--- src/rtl/sqltok_pkg.sv ---
// sqltok_pkg: types, codes, keyword table and helpers for the sql character tokenizer
// used by sqltok_step, sql_char_tokenizer and sqltok_checker; no dependencies
`timescale 1ns / 1ps

package sqltok_pkg;

  localparam int KEYWORD_CHARS_DEF = 10;
  localparam int LINE_WIDTH        = 16;
  localparam int COLUMN_WIDTH      = 16;
  localparam int LENGTH_WIDTH      = 16;
  localparam int NUM_KEYWORDS      = 69;

  localparam logic [LINE_WIDTH-1:0]   LINE_MAX = '1;
  localparam logic [COLUMN_WIDTH-1:0] COL_MAX  = '1;
  localparam logic [LENGTH_WIDTH-1:0] LEN_MAX  = '1;

  typedef enum logic [3:0] {
    M_IDLE = 4'd0, M_WORD = 4'd1, M_INT = 4'd2, M_FRAC = 4'd3, M_EXPS = 4'd4,
    M_EXPD = 4'd5, M_STR = 4'd6, M_ESC = 4'd7, M_OP = 4'd8
  } mode_t;

  typedef enum logic [2:0] {
    K_IDENT = 3'd0, K_KEYWORD = 3'd1, K_NUMBER = 3'd2, K_STRING = 3'd3,
    K_OPER = 3'd4, K_END = 3'd5, K_ERROR = 3'd6
  } kind_t;

  typedef enum logic [3:0] {
    OP_PLUS = 4'd0, OP_MINUS = 4'd1, OP_TIMES = 4'd2, OP_DIVIDE = 4'd3,
    OP_MOD = 4'd4, OP_EQUAL = 4'd5, OP_NOT_EQUAL = 4'd6, OP_LESS = 4'd7,
    OP_LESS_EQ = 4'd8, OP_GREATER = 4'd9, OP_GREATER_EQ = 4'd10, OP_DOT = 4'd11,
    OP_COMMA = 4'd12, OP_SEMICOLON = 4'd13, OP_LPAREN = 4'd14, OP_RPAREN = 4'd15
  } op_t;

  typedef enum logic [1:0] {
    ERR_UNEXPECTED = 2'd0, ERR_BANG = 2'd1, ERR_UNTERMINATED = 2'd2
  } err_t;

  // input transaction
  typedef struct packed {
    logic [7:0] text_byte;
    logic       end_of_text;
  } in_t;

  // result transaction
  typedef struct packed {
    logic [2:0]              token_kind;
    logic [6:0]              keyword_index;
    logic [3:0]              operator_code;
    logic [1:0]              error_code;
    logic [LINE_WIDTH-1:0]   first_line;
    logic [COLUMN_WIDTH-1:0] first_column;
    logic [LENGTH_WIDTH-1:0] source_length;
    logic [LENGTH_WIDTH-1:0] value_length;
    logic                    last_result;
  } out_t;

  // scanner state except the word store
  typedef struct packed {
    mode_t                   mode;
    logic [7:0]              quote;
    logic                    too_long;
    logic [7:0]              pend;
    logic [LINE_WIDTH-1:0]   sline;
    logic [COLUMN_WIDTH-1:0] scol;
    logic [LINE_WIDTH-1:0]   line;
    logic [COLUMN_WIDTH-1:0] col;
    logic [LENGTH_WIDTH-1:0] scount;
    logic [LENGTH_WIDTH-1:0] vcount;
  } scan_t;

  // keyword text, right aligned, and lengths
  localparam logic [79:0] KW_TEXT [NUM_KEYWORDS] = '{
    80'("SELECT"), 80'("INSERT"), 80'("UPDATE"), 80'("DELETE"), 80'("CREATE"),
    80'("DROP"), 80'("ALTER"), 80'("TABLE"), 80'("INDEX"), 80'("FROM"),
    80'("WHERE"), 80'("GROUP"), 80'("BY"), 80'("ORDER"), 80'("HAVING"),
    80'("LIMIT"), 80'("OFFSET"), 80'("JOIN"), 80'("LEFT"), 80'("RIGHT"),
    80'("INNER"), 80'("OUTER"), 80'("ON"), 80'("AS"), 80'("AND"), 80'("OR"),
    80'("NOT"), 80'("IN"), 80'("EXISTS"), 80'("BETWEEN"), 80'("LIKE"),
    80'("IS"), 80'("NULL"), 80'("DISTINCT"), 80'("COUNT"), 80'("SUM"),
    80'("AVG"), 80'("MAX"), 80'("MIN"), 80'("PRIMARY"), 80'("KEY"),
    80'("FOREIGN"), 80'("REFERENCES"), 80'("UNIQUE"), 80'("CHECK"),
    80'("DEFAULT"), 80'("CONSTRAINT"), 80'("CASCADE"), 80'("RESTRICT"),
    80'("SET"), 80'("INT"), 80'("INTEGER"), 80'("BIGINT"), 80'("SMALLINT"),
    80'("TINYINT"), 80'("FLOAT"), 80'("DOUBLE"), 80'("DECIMAL"), 80'("NUMERIC"),
    80'("CHAR"), 80'("VARCHAR"), 80'("TEXT"), 80'("BLOB"), 80'("DATE"),
    80'("TIME"), 80'("DATETIME"), 80'("TIMESTAMP"), 80'("BOOLEAN"), 80'("BOOL")
  };

  localparam logic [3:0] KW_LEN [NUM_KEYWORDS] = '{
    4'd6, 4'd6, 4'd6, 4'd6, 4'd6, 4'd4, 4'd5, 4'd5, 4'd5, 4'd4,
    4'd5, 4'd5, 4'd2, 4'd5, 4'd6, 4'd5, 4'd6, 4'd4, 4'd4, 4'd5,
    4'd5, 4'd5, 4'd2, 4'd2, 4'd3, 4'd2, 4'd3, 4'd2, 4'd6, 4'd7,
    4'd4, 4'd2, 4'd4, 4'd8, 4'd5, 4'd3, 4'd3, 4'd3, 4'd3, 4'd7,
    4'd3, 4'd7, 4'd10, 4'd6, 4'd5, 4'd7, 4'd10, 4'd7, 4'd8, 4'd3,
    4'd3, 4'd7, 4'd6, 4'd8, 4'd7, 4'd5, 4'd6, 4'd7, 4'd7, 4'd4,
    4'd7, 4'd4, 4'd4, 4'd4, 4'd4, 4'd8, 4'd9, 4'd7, 4'd4
  };

  function automatic logic [LINE_WIDTH-1:0] sat_line(input logic [LINE_WIDTH-1:0] v);
    return (v == LINE_MAX) ? v : v + 1'b1;
  endfunction

  function automatic logic [COLUMN_WIDTH-1:0] sat_col(input logic [COLUMN_WIDTH-1:0] v);
    return (v == COL_MAX) ? v : v + 1'b1;
  endfunction

  function automatic logic [LENGTH_WIDTH-1:0] sat_len(input logic [LENGTH_WIDTH-1:0] v);
    return (v == LEN_MAX) ? v : v + 1'b1;
  endfunction

endpackage

--- src/rtl/sqltok_step.sv ---
// sqltok_step: next scanner state and up to two results for one input byte
// depends on sqltok_pkg
`timescale 1ns / 1ps

module sqltok_step import sqltok_pkg::*; #(
  parameter int KEYWORD_CHARS = KEYWORD_CHARS_DEF,
  localparam int IW = (KEYWORD_CHARS > 1) ? $clog2(KEYWORD_CHARS) : 1
) (
  input  scan_t                           st,
  input  logic [KEYWORD_CHARS-1:0][7:0]   word,
  input  in_t                             item,
  output scan_t                           st_next,
  output logic                            word_we,
  output logic [IW-1:0]                   word_idx,
  output logic [7:0]                      word_data,
  output out_t                            res0,
  output out_t                            res1,
  output logic [1:0]                      res_count
);

  logic [6:0] kw_idx;
  logic       kw_hit;

  function automatic out_t mk(input kind_t k, input logic [6:0] kw, input logic [3:0] op,
                              input logic [1:0] er, input logic [LINE_WIDTH-1:0] l,
                              input logic [COLUMN_WIDTH-1:0] c,
                              input logic [LENGTH_WIDTH-1:0] sl,
                              input logic [LENGTH_WIDTH-1:0] vl);
    out_t r;
    r.token_kind    = k;
    r.keyword_index = kw;
    r.operator_code = op;
    r.error_code    = er;
    r.first_line    = l;
    r.first_column  = c;
    r.source_length = sl;
    r.value_length  = vl;
    r.last_result   = 1'b0;
    return r;
  endfunction

  function automatic logic is_letter(input logic [7:0] c);
    return (c >= "a" && c <= "z") || (c >= "A" && c <= "Z") || c == "_";
  endfunction

  function automatic logic is_dig(input logic [7:0] c);
    return c >= "0" && c <= "9";
  endfunction

  function automatic logic is_space(input logic [7:0] c);
    return c == " " || (c >= 8'd9 && c <= 8'd13);
  endfunction

  // parallel keyword compare against the stored word
  always_comb begin
    logic m;
    kw_idx = '0;
    kw_hit = 1'b0;
    for (int i = NUM_KEYWORDS - 1; i >= 0; i--) begin
      m = !st.too_long && (st.scount == LENGTH_WIDTH'(KW_LEN[i]));
      for (int j = 0; j < 10; j++) begin
        if (j < KW_LEN[i] && word[j] != KW_TEXT[i][(KW_LEN[i] - 1 - j) * 8 +: 8]) m = 1'b0;
      end
      if (m) begin
        kw_idx = 7'(i + 1);
        kw_hit = 1'b1;
      end
    end
  end

  // scanner step
  always_comb begin
    scan_t      s;
    out_t       r [2];
    out_t       x;
    logic [1:0] n;
    logic       do_start;
    logic       one_char;
    logic [7:0] c;
    logic [3:0] code;
    s         = st;
    r[0]      = '0;
    r[1]      = '0;
    x         = '0;
    n         = 2'd0;
    do_start  = 1'b0;
    one_char  = 1'b0;
    c         = item.text_byte;
    code      = OP_EQUAL;
    word_we   = 1'b0;
    word_idx  = '0;
    word_data = (c >= "a" && c <= "z") ? c - 8'd32 : c;

    if (item.end_of_text) begin
      // flush pending token then end of text
      unique case (st.mode)
        M_WORD: begin
          r[0] = mk(kw_hit ? K_KEYWORD : K_IDENT, kw_idx, '0, '0, st.sline, st.scol,
                    st.scount, st.scount);
          n = 2'd1;
        end
        M_INT, M_FRAC, M_EXPS, M_EXPD: begin
          r[0] = mk(K_NUMBER, '0, '0, '0, st.sline, st.scol, st.scount, st.scount);
          n = 2'd1;
        end
        M_STR, M_ESC: begin
          r[0] = mk(K_ERROR, '0, '0, ERR_UNTERMINATED, st.line, st.col, st.scount,
                    st.scount);
          n = 2'd1;
        end
        M_OP: begin
          if (st.pend == "!") r[0] = mk(K_ERROR, '0, '0, ERR_BANG, st.line, st.col,
                                        LENGTH_WIDTH'(1), LENGTH_WIDTH'(1));
          else r[0] = mk(K_OPER, '0, (st.pend == "<") ? OP_LESS :
                         (st.pend == ">") ? OP_GREATER : OP_EQUAL, '0, st.sline, st.scol,
                         LENGTH_WIDTH'(1), LENGTH_WIDTH'(1));
          n = 2'd1;
        end
        default: ;
      endcase
      r[n[0]] = mk(K_END, '0, '0, '0, st.line, st.col, '0, '0);
      n = n + 2'd1;
      s.mode     = M_IDLE;
      s.quote    = '0;
      s.too_long = 1'b0;
      s.pend     = '0;
      s.sline    = LINE_WIDTH'(1);
      s.scol     = COLUMN_WIDTH'(1);
      s.line     = LINE_WIDTH'(1);
      s.col      = COLUMN_WIDTH'(1);
      s.scount   = '0;
      s.vcount   = '0;
    end else begin
      unique case (st.mode)
        M_WORD: begin
          if (is_letter(c) || is_dig(c)) begin
            if (st.scount < LENGTH_WIDTH'(KEYWORD_CHARS)) begin
              word_we  = 1'b1;
              word_idx = st.scount[IW-1:0];
            end else begin
              s.too_long = 1'b1;
            end
            s.scount = sat_len(st.scount);
            s.col    = sat_col(st.col);
          end else begin
            r[0] = mk(kw_hit ? K_KEYWORD : K_IDENT, kw_idx, '0, '0, st.sline, st.scol,
                      st.scount, st.scount);
            n = 2'd1;
            do_start = 1'b1;
          end
        end
        M_INT, M_FRAC, M_EXPS, M_EXPD: begin
          if (is_dig(c) && st.mode != M_EXPS) begin
            s.mode = st.mode;
          end else if (st.mode == M_INT && c == ".") begin
            s.mode = M_FRAC;
          end else if ((st.mode == M_INT || st.mode == M_FRAC) && (c == "e" || c == "E")) begin
            s.mode = M_EXPS;
          end else if (st.mode == M_EXPS && (is_dig(c) || c == "+" || c == "-")) begin
            s.mode = M_EXPD;
          end else begin
            r[0] = mk(K_NUMBER, '0, '0, '0, st.sline, st.scol, st.scount, st.scount);
            n = 2'd1;
            do_start = 1'b1;
          end
          if (!do_start) begin
            s.scount = sat_len(st.scount);
            if (c == 8'h0a) begin
              s.line = sat_line(st.line);
              s.col  = COLUMN_WIDTH'(1);
            end else begin
              s.col = sat_col(st.col);
            end
          end
        end
        M_STR, M_ESC: begin
          s.scount = sat_len(st.scount);
          if (c == 8'h0a) begin
            s.line = sat_line(st.line);
            s.col  = COLUMN_WIDTH'(1);
          end else begin
            s.col = sat_col(st.col);
          end
          if (st.mode == M_ESC) begin
            s.vcount = sat_len(st.vcount);
            s.mode   = M_STR;
          end else if (c == st.quote) begin
            r[0] = mk(K_STRING, '0, '0, '0, st.sline, st.scol, s.scount, st.vcount);
            n = 2'd1;
            s.mode = M_IDLE;
          end else if (c == "\\") begin
            s.mode = M_ESC;
          end else begin
            s.vcount = sat_len(st.vcount);
          end
        end
        M_OP: begin
          if (c == "=") begin
            s.col = sat_col(st.col);
            unique case (st.pend)
              "!":     code = OP_NOT_EQUAL;
              "<":     code = OP_LESS_EQ;
              ">":     code = OP_GREATER_EQ;
              default: code = OP_EQUAL;
            endcase
            r[0] = mk(K_OPER, '0, code, '0, st.sline, st.scol, LENGTH_WIDTH'(2),
                      LENGTH_WIDTH'(2));
            n = 2'd1;
            s.mode = M_IDLE;
          end else begin
            if (st.pend == "!") r[0] = mk(K_ERROR, '0, '0, ERR_BANG, st.line, st.col,
                                          LENGTH_WIDTH'(1), LENGTH_WIDTH'(1));
            else r[0] = mk(K_OPER, '0, (st.pend == "<") ? OP_LESS :
                           (st.pend == ">") ? OP_GREATER : OP_EQUAL, '0, st.sline, st.scol,
                           LENGTH_WIDTH'(1), LENGTH_WIDTH'(1));
            n = 2'd1;
            do_start = 1'b1;
          end
        end
        default: do_start = 1'b1;
      endcase

      // byte that begins a new token
      if (do_start) begin
        s.mode = M_IDLE;
        if (c == 8'h0a) begin
          s.line = sat_line(st.line);
          s.col  = COLUMN_WIDTH'(1);
        end else begin
          s.col = sat_col(st.col);
        end
        if (!is_space(c)) begin
          s.sline = st.line;
          s.scol  = st.col;
          if (is_letter(c)) begin
            s.mode     = M_WORD;
            s.too_long = 1'b0;
            s.scount   = LENGTH_WIDTH'(1);
            word_we    = 1'b1;
            word_idx   = '0;
          end else if (is_dig(c)) begin
            s.mode   = M_INT;
            s.scount = LENGTH_WIDTH'(1);
          end else if (c == "'" || c == "\"") begin
            s.mode   = M_STR;
            s.quote  = c;
            s.scount = LENGTH_WIDTH'(1);
            s.vcount = '0;
          end else if (c == "=" || c == "<" || c == ">" || c == "!") begin
            s.mode = M_OP;
            s.pend = c;
          end else begin
            // single-character operator or stray byte
            one_char = 1'b1;
            unique case (c)
              "+":     code = OP_PLUS;
              "-":     code = OP_MINUS;
              "*":     code = OP_TIMES;
              "/":     code = OP_DIVIDE;
              "%":     code = OP_MOD;
              ".":     code = OP_DOT;
              ",":     code = OP_COMMA;
              ";":     code = OP_SEMICOLON;
              "(":     code = OP_LPAREN;
              ")":     code = OP_RPAREN;
              default: one_char = 1'b0;
            endcase
            if (one_char) x = mk(K_OPER, '0, code, '0, st.line, st.col, LENGTH_WIDTH'(1),
                                 LENGTH_WIDTH'(1));
            else x = mk(K_ERROR, '0, '0, ERR_UNEXPECTED, s.line, s.col, LENGTH_WIDTH'(1),
                        LENGTH_WIDTH'(1));
            r[n[0]] = x;
            n = n + 2'd1;
          end
        end
      end
    end

    if (n == 2'd1) r[0].last_result = 1'b1;
    if (n == 2'd2) r[1].last_result = 1'b1;
    st_next   = s;
    res0      = r[0];
    res1      = r[1];
    res_count = n;
  end

endmodule

--- src/rtl/sql_char_tokenizer.sv ---
// Takes one text byte (or the end marker) per cycle when text_stall is low; each byte is
// scanned in the cycle it is accepted and gives zero, one or two tokens, which go into a
// four-entry result queue drained at one token per cycle when token_stall is low.
// text_stall rises while fewer than two queue entries are free, so the sustained rate is
// one byte per cycle if the token side keeps up; a byte can close a token and open another.
// sql_char_tokenizer: top level, scanner state registers and result queue
// depends on sqltok_pkg and sqltok_step
`timescale 1ns / 1ps

module sql_char_tokenizer import sqltok_pkg::*; #(
  parameter int KEYWORD_CHARS = KEYWORD_CHARS_DEF
) (
  input  logic clk,
  input  logic rst,
  input  logic text_valid,
  output logic text_stall,
  input  in_t  text,
  output logic token_valid,
  input  logic token_stall,
  output out_t token
);

  localparam int IW = (KEYWORD_CHARS > 1) ? $clog2(KEYWORD_CHARS) : 1;

  scan_t                         st, st_next;
  logic [KEYWORD_CHARS-1:0][7:0] word;
  logic                          word_we;
  logic [IW-1:0]                 word_idx;
  logic [7:0]                    word_data;
  out_t                          res0, res1;
  logic [1:0]                    res_count;
  out_t                          queue [4];
  logic [1:0]                    wr_ptr, rd_ptr;
  logic [2:0]                    fill;
  logic                          take, pop;

  sqltok_step #(.KEYWORD_CHARS(KEYWORD_CHARS)) u_step (
    .st        (st),
    .word      (word),
    .item      (text),
    .st_next   (st_next),
    .word_we   (word_we),
    .word_idx  (word_idx),
    .word_data (word_data),
    .res0      (res0),
    .res1      (res1),
    .res_count (res_count)
  );

  assign text_stall  = fill > 3'd2;
  assign take        = text_valid && !text_stall;
  assign token_valid = fill != 3'd0;
  assign token       = queue[rd_ptr];
  assign pop         = token_valid && !token_stall;

  // scanner state
  always_ff @(posedge clk) begin
    if (rst) begin
      st.mode     <= M_IDLE;
      st.quote    <= '0;
      st.too_long <= 1'b0;
      st.pend     <= '0;
      st.sline    <= LINE_WIDTH'(1);
      st.scol     <= COLUMN_WIDTH'(1);
      st.line     <= LINE_WIDTH'(1);
      st.col      <= COLUMN_WIDTH'(1);
      st.scount   <= '0;
      st.vcount   <= '0;
    end else if (take) begin
      st <= st_next;
    end
  end

  // word store
  always_ff @(posedge clk) begin
    if (take && word_we) word[word_idx] <= word_data;
  end

  // result queue
  always_ff @(posedge clk) begin
    if (rst) begin
      wr_ptr <= '0;
      rd_ptr <= '0;
      fill   <= '0;
    end else begin
      if (take && res_count != 2'd0) queue[wr_ptr] <= res0;
      if (take && res_count == 2'd2) queue[wr_ptr + 2'd1] <= res1;
      if (take) wr_ptr <= wr_ptr + res_count;
      if (pop) rd_ptr <= rd_ptr + 2'd1;
      fill <= fill + (take ? {1'b0, res_count} : 3'd0) - {2'b0, pop};
    end
  end

endmodule

--- config.mk ---
export PLATFORM = sky130hd
export DESIGN_NAME = sql_char_tokenizer
export DESIGN_NICKNAME = d
export VERILOG_FILES = /design/src/rtl/sqltok_pkg.sv /design/src/rtl/sqltok_step.sv /design/src/rtl/sql_char_tokenizer.sv
export SDC_FILE = /design/constraint.sdc
export NUM_CORES = 1
export LEC_CHECK = 0
export ABC_CLOCK_PERIOD_IN_PS = 14600
export BUFFER_PORTS_ARGS = -buffer_cell sky130_fd_sc_hd__buf_2
export CAP_MARGIN = 10
export CELL_PAD_IN_SITES_DETAIL_PLACEMENT = 2
export CELL_PAD_IN_SITES_GLOBAL_PLACEMENT = 2
export CORE_MARGIN = 10
export CORE_UTILIZATION = 42
export CTS_CLUSTER_SIZE = 16
export DETAILED_ROUTE_END_ITERATION = 7
export PLACE_DENSITY_LB_ADDON = 0.1
export SLEW_MARGIN = 20
export SYNTH_ARGS = -nofsm -noshare
export SYNTH_HDL_FRONTEND = slang
export SYNTH_SLANG_ARGS = --single-unit
--- constraint.sdc ---
create_clock -name clk -period 14.6 [get_ports clk]
set_clock_uncertainty 0.2 [all_clocks]
set_input_delay 0 -clock clk [delete_from_list [all_inputs] [get_ports clk]]
set_output_delay 0 -clock clk [all_outputs]
set_load 0.05 [all_outputs]
==> impl_metrics.env <==
export IMPL_status="complete, no violations"
export IMPL_wl_um=136000
export IMPL_drc=0
export IMPL_multiInputGateArea_sq_um=14300
export IMPL_grt_max_degree=59
export IMPL_worst_hold_slack_ns=0.151
export IMPL_cp_required_ns=14.79
export IMPL_viasPerCell=6.71
export IMPL_fp_dieW_um=287
export IMPL_yosys_area_share_simple_pct=23.4
export IMPL_cts_max_level=2
export IMPL_n_fill_cell=7124
export IMPL_start_util_pct=42.5
export IMPL_period_needed_ns=5.62
export IMPL_leakage_uw=0.0114
export IMPL_powerDensity_nw_per_um2=134
export IMPL_cts_sinks=530
export IMPL_core_area_sq_um=70300
export IMPL_grt_remaining_overflow=0
export IMPL_numPortBuffers=95
export IMPL_grt_pass1_vias=28700
export IMPL_seq_area_sq_um=14700
export IMPL_ys_flop_type="edfxtp_1"
export IMPL_clock_path_buffers=3
export IMPL_synthAdderAreaFrac_pct=0.696
export IMPL_slew_headroom_pct=24.2
export IMPL_cts_tree="done"
export IMPL_vdd_ir_drop_max_mv=0.140
export IMPL_worstSetupPathType="flop to flop"
export IMPL_avgRoutedWirePerCell_um=34.6
export IMPL_synth_top_family_by_area="simple AND/OR/NAND/NOR gates"
export IMPL_start_kind="flop"
export IMPL_synth_edf_count=404
export IMPL_final_period_utilization_pct=38.5
export IMPL_yosysTopAreaCellShare_pct=40.6
export IMPL_synth_xor_area_share_pct=0.998
export IMPL_synth_area_sq_um=29900
export IMPL_synth_nets=2967
export IMPL_synth_async_reset_ratio_pct=0
export IMPL_first_pass_iters=5
export IMPL_synth_mux_area_share_pct=8.90
export IMPL_seq_area_frac_synth_pct=49.1
export IMPL_drv_slew=0
export IMPL_post_cts_buffers=0
export IMPL_syn_instance_count=2938
export IMPL_rows=97
export IMPL_io_pins=96
export IMPL_num_antenna_cells=0
export IMPL_tns_ns=0
export IMPL_ys_warn_count=0
export IMPL_synth_distinct_cells=99
export IMPL_detail_route_antenna_nets=0
export IMPL_ys_ff_latch=530
export IMPL_critPathMaxFanout=26
export IMPL_synth_area_per_cell_sq_um=10.2
export IMPL_drive_gt1_share_pct=14.8
export IMPL_yosysTopAreaCell="edfxtp_1"
export IMPL_cp_arrival_ns=5.81
export IMPL_hold_viol=0
export IMPL_dieArea_sq_um=82100
export IMPL_vias=26400
export IMPL_grt_first_pass_wirelength_um=200000
export IMPL_fin_nets=2970
export IMPL_grtUsageTotal_pct=32.3
export IMPL_clockRootBuffer="clkbuf_16"
export IMPL_cp_end_kind="flop"
export IMPL_die_y_um=287
export IMPL_clkTransAtPathRegs_ns=0.06
export IMPL_grt_setup_unrepaired="no"
export IMPL_drv_cap=0
export IMPL_antenna_found_initial=1
export IMPL_synth_area_leaders="edfxtp_1, dfxtp_1, mux4_2"
export IMPL_synth_compound_area_share_pct=13.3
export IMPL_cts_buffers=58
export IMPL_drt_iter0_drc=2260
export IMPL_tightestPinTransition_ns=1.14
export IMPL_syn_to_final_growth_pct=11.6
export IMPL_globalplace_congestion=0.963
export IMPL_fmax_mhz=178
export IMPL_hold_path_class="input pin to flop"
export IMPL_finalSetupViolations=0
export IMPL_clk_insertion_delay_late_ns=0.67
export IMPL_hpwl_um=95200
==> worst max-delay path, stage by stage, from the launching register on <==
cell,delay [ns]
dfxtp_1,0.75
nor4b_2,0.74
nand4_1,0.61
nand4_1,0.38
ha_1,0.28
nor3_1,0.35
nand3_4,0.24
nand2_2,0.23
nand3_2,0.66
buf_4,0.54
mux2_2,0.34
==> cell usage in the layout, fill, tap and decap left out, drive strengths merged, types with 81 or more instances in the layout <==
master  instances
a21oi         181
buf           153
clkbuf         84
dfxtp         126
edfxtp        404
mux4           81
nand2         222
nand3         121
nand4         106
nor2          440
nor3          108
o21ai          96
==> flip-flops by register name, indices dropped and copies added (netlist names), named ones only <==
name	flops
queue	324
st	117
wr_ptr	2
rd_ptr	2
word	80
fill	3
==> cell usage after synthesis, types with 42 or more instances <==
| cell | count |
|---|---|
| nor2_1 | 438 |
| edfxtp_1 | 404 |
| nand2_1 | 220 |
| a21oi_1 | 176 |
| clkbuf_1 | 147 |
| dfxtp_1 | 126 |
| nand3_1 | 116 |
| nand4_1 | 106 |
| nor3_1 | 105 |
| o21ai_0 | 87 |
| mux4_2 | 81 |
| a22oi_1 | 80 |
| nor4_1 | 65 |
| buf_2 | 55 |
| a31oi_1 | 47 |
| mux2_2 | 42 |
==> logic make-up after synthesis <==
group           Yosys count
simple gates           1342
compound gates          600
flops                   530
buf+inv                 257
mux                     159
xor+xnor                 34
fa+ha+maj                16
==> per-stage QoR <==
step	std cells	util [%]	cell area (sq um)	setup WS, ns	total power (uW)
floorplan	2938	-	29900	3.62	2580
global placement	3805	44.3	31100	9.16	2900
detailed placement	3805	44.3	31100	8.87	2940
CTS	3928	47.3	33200	8.81	4480
global route	3931	47.4	33300	8.67	4600
finish	3931	47.4	33300	8.98	4480
==> layout make-up <==
| class | count | share of cell area (%) |
|---|---|---|
| multi-input cells | 2151 | 42.9 |
| flip-flops and latches | 530 | 44.0 |
| well taps | 940 | 3.53 |
| inverters | 34 | 0.383 |
| clock inverters | 26 | 1.02 |
| clock buffers | 84 | 4.89 |
| repair buffers | 166 | 3.31 |
==> power by group <==
part           internal (uW)  switching [uW]
Sequential              1710            71.7
Combinational            311             833
Clock                    884             665
Total                   2910            1570
==> layer usage <==
layer  up-vias  part of all wire [%]  track usage [%]
li1      11300                     -                -
met1     13800                    38             36.6
met2       972                    51             57.6
met3       388                   4.9             4.09
met4         2                   6.6             19.5
met5         -                0.0051                0
==> final timing paths <==
kind / slack, ns / cells past startpoint / end / startpoint
worst max-delay path: 8.98 / 10 / queue[2][61]$_DFFE_PP_ / st[113]$_SDFFE_PP0P_
worst min-delay path: 0.15 / 4 / st[110]$_SDFFE_PP0P_ / text[6]
worst max register to register: 8.98 / 10 / queue[2][61]$_DFFE_PP_ / st[113]$_SDFFE_PP0P_
worst min register to register: 0.27 / 2 / st[96]$_SDFFE_PP0P_ / st[96]$_SDFFE_PP0P_
==> repair_timing <==
| item | CTS | global route |
|---|---|---|
| gates resized for setup | 0 | 0 |
| hold buffers | 13 | 0 |
| endpoints found under the hold margin | 128 | 0 |
Note: power is estimated with default switching activity, not from simulation.
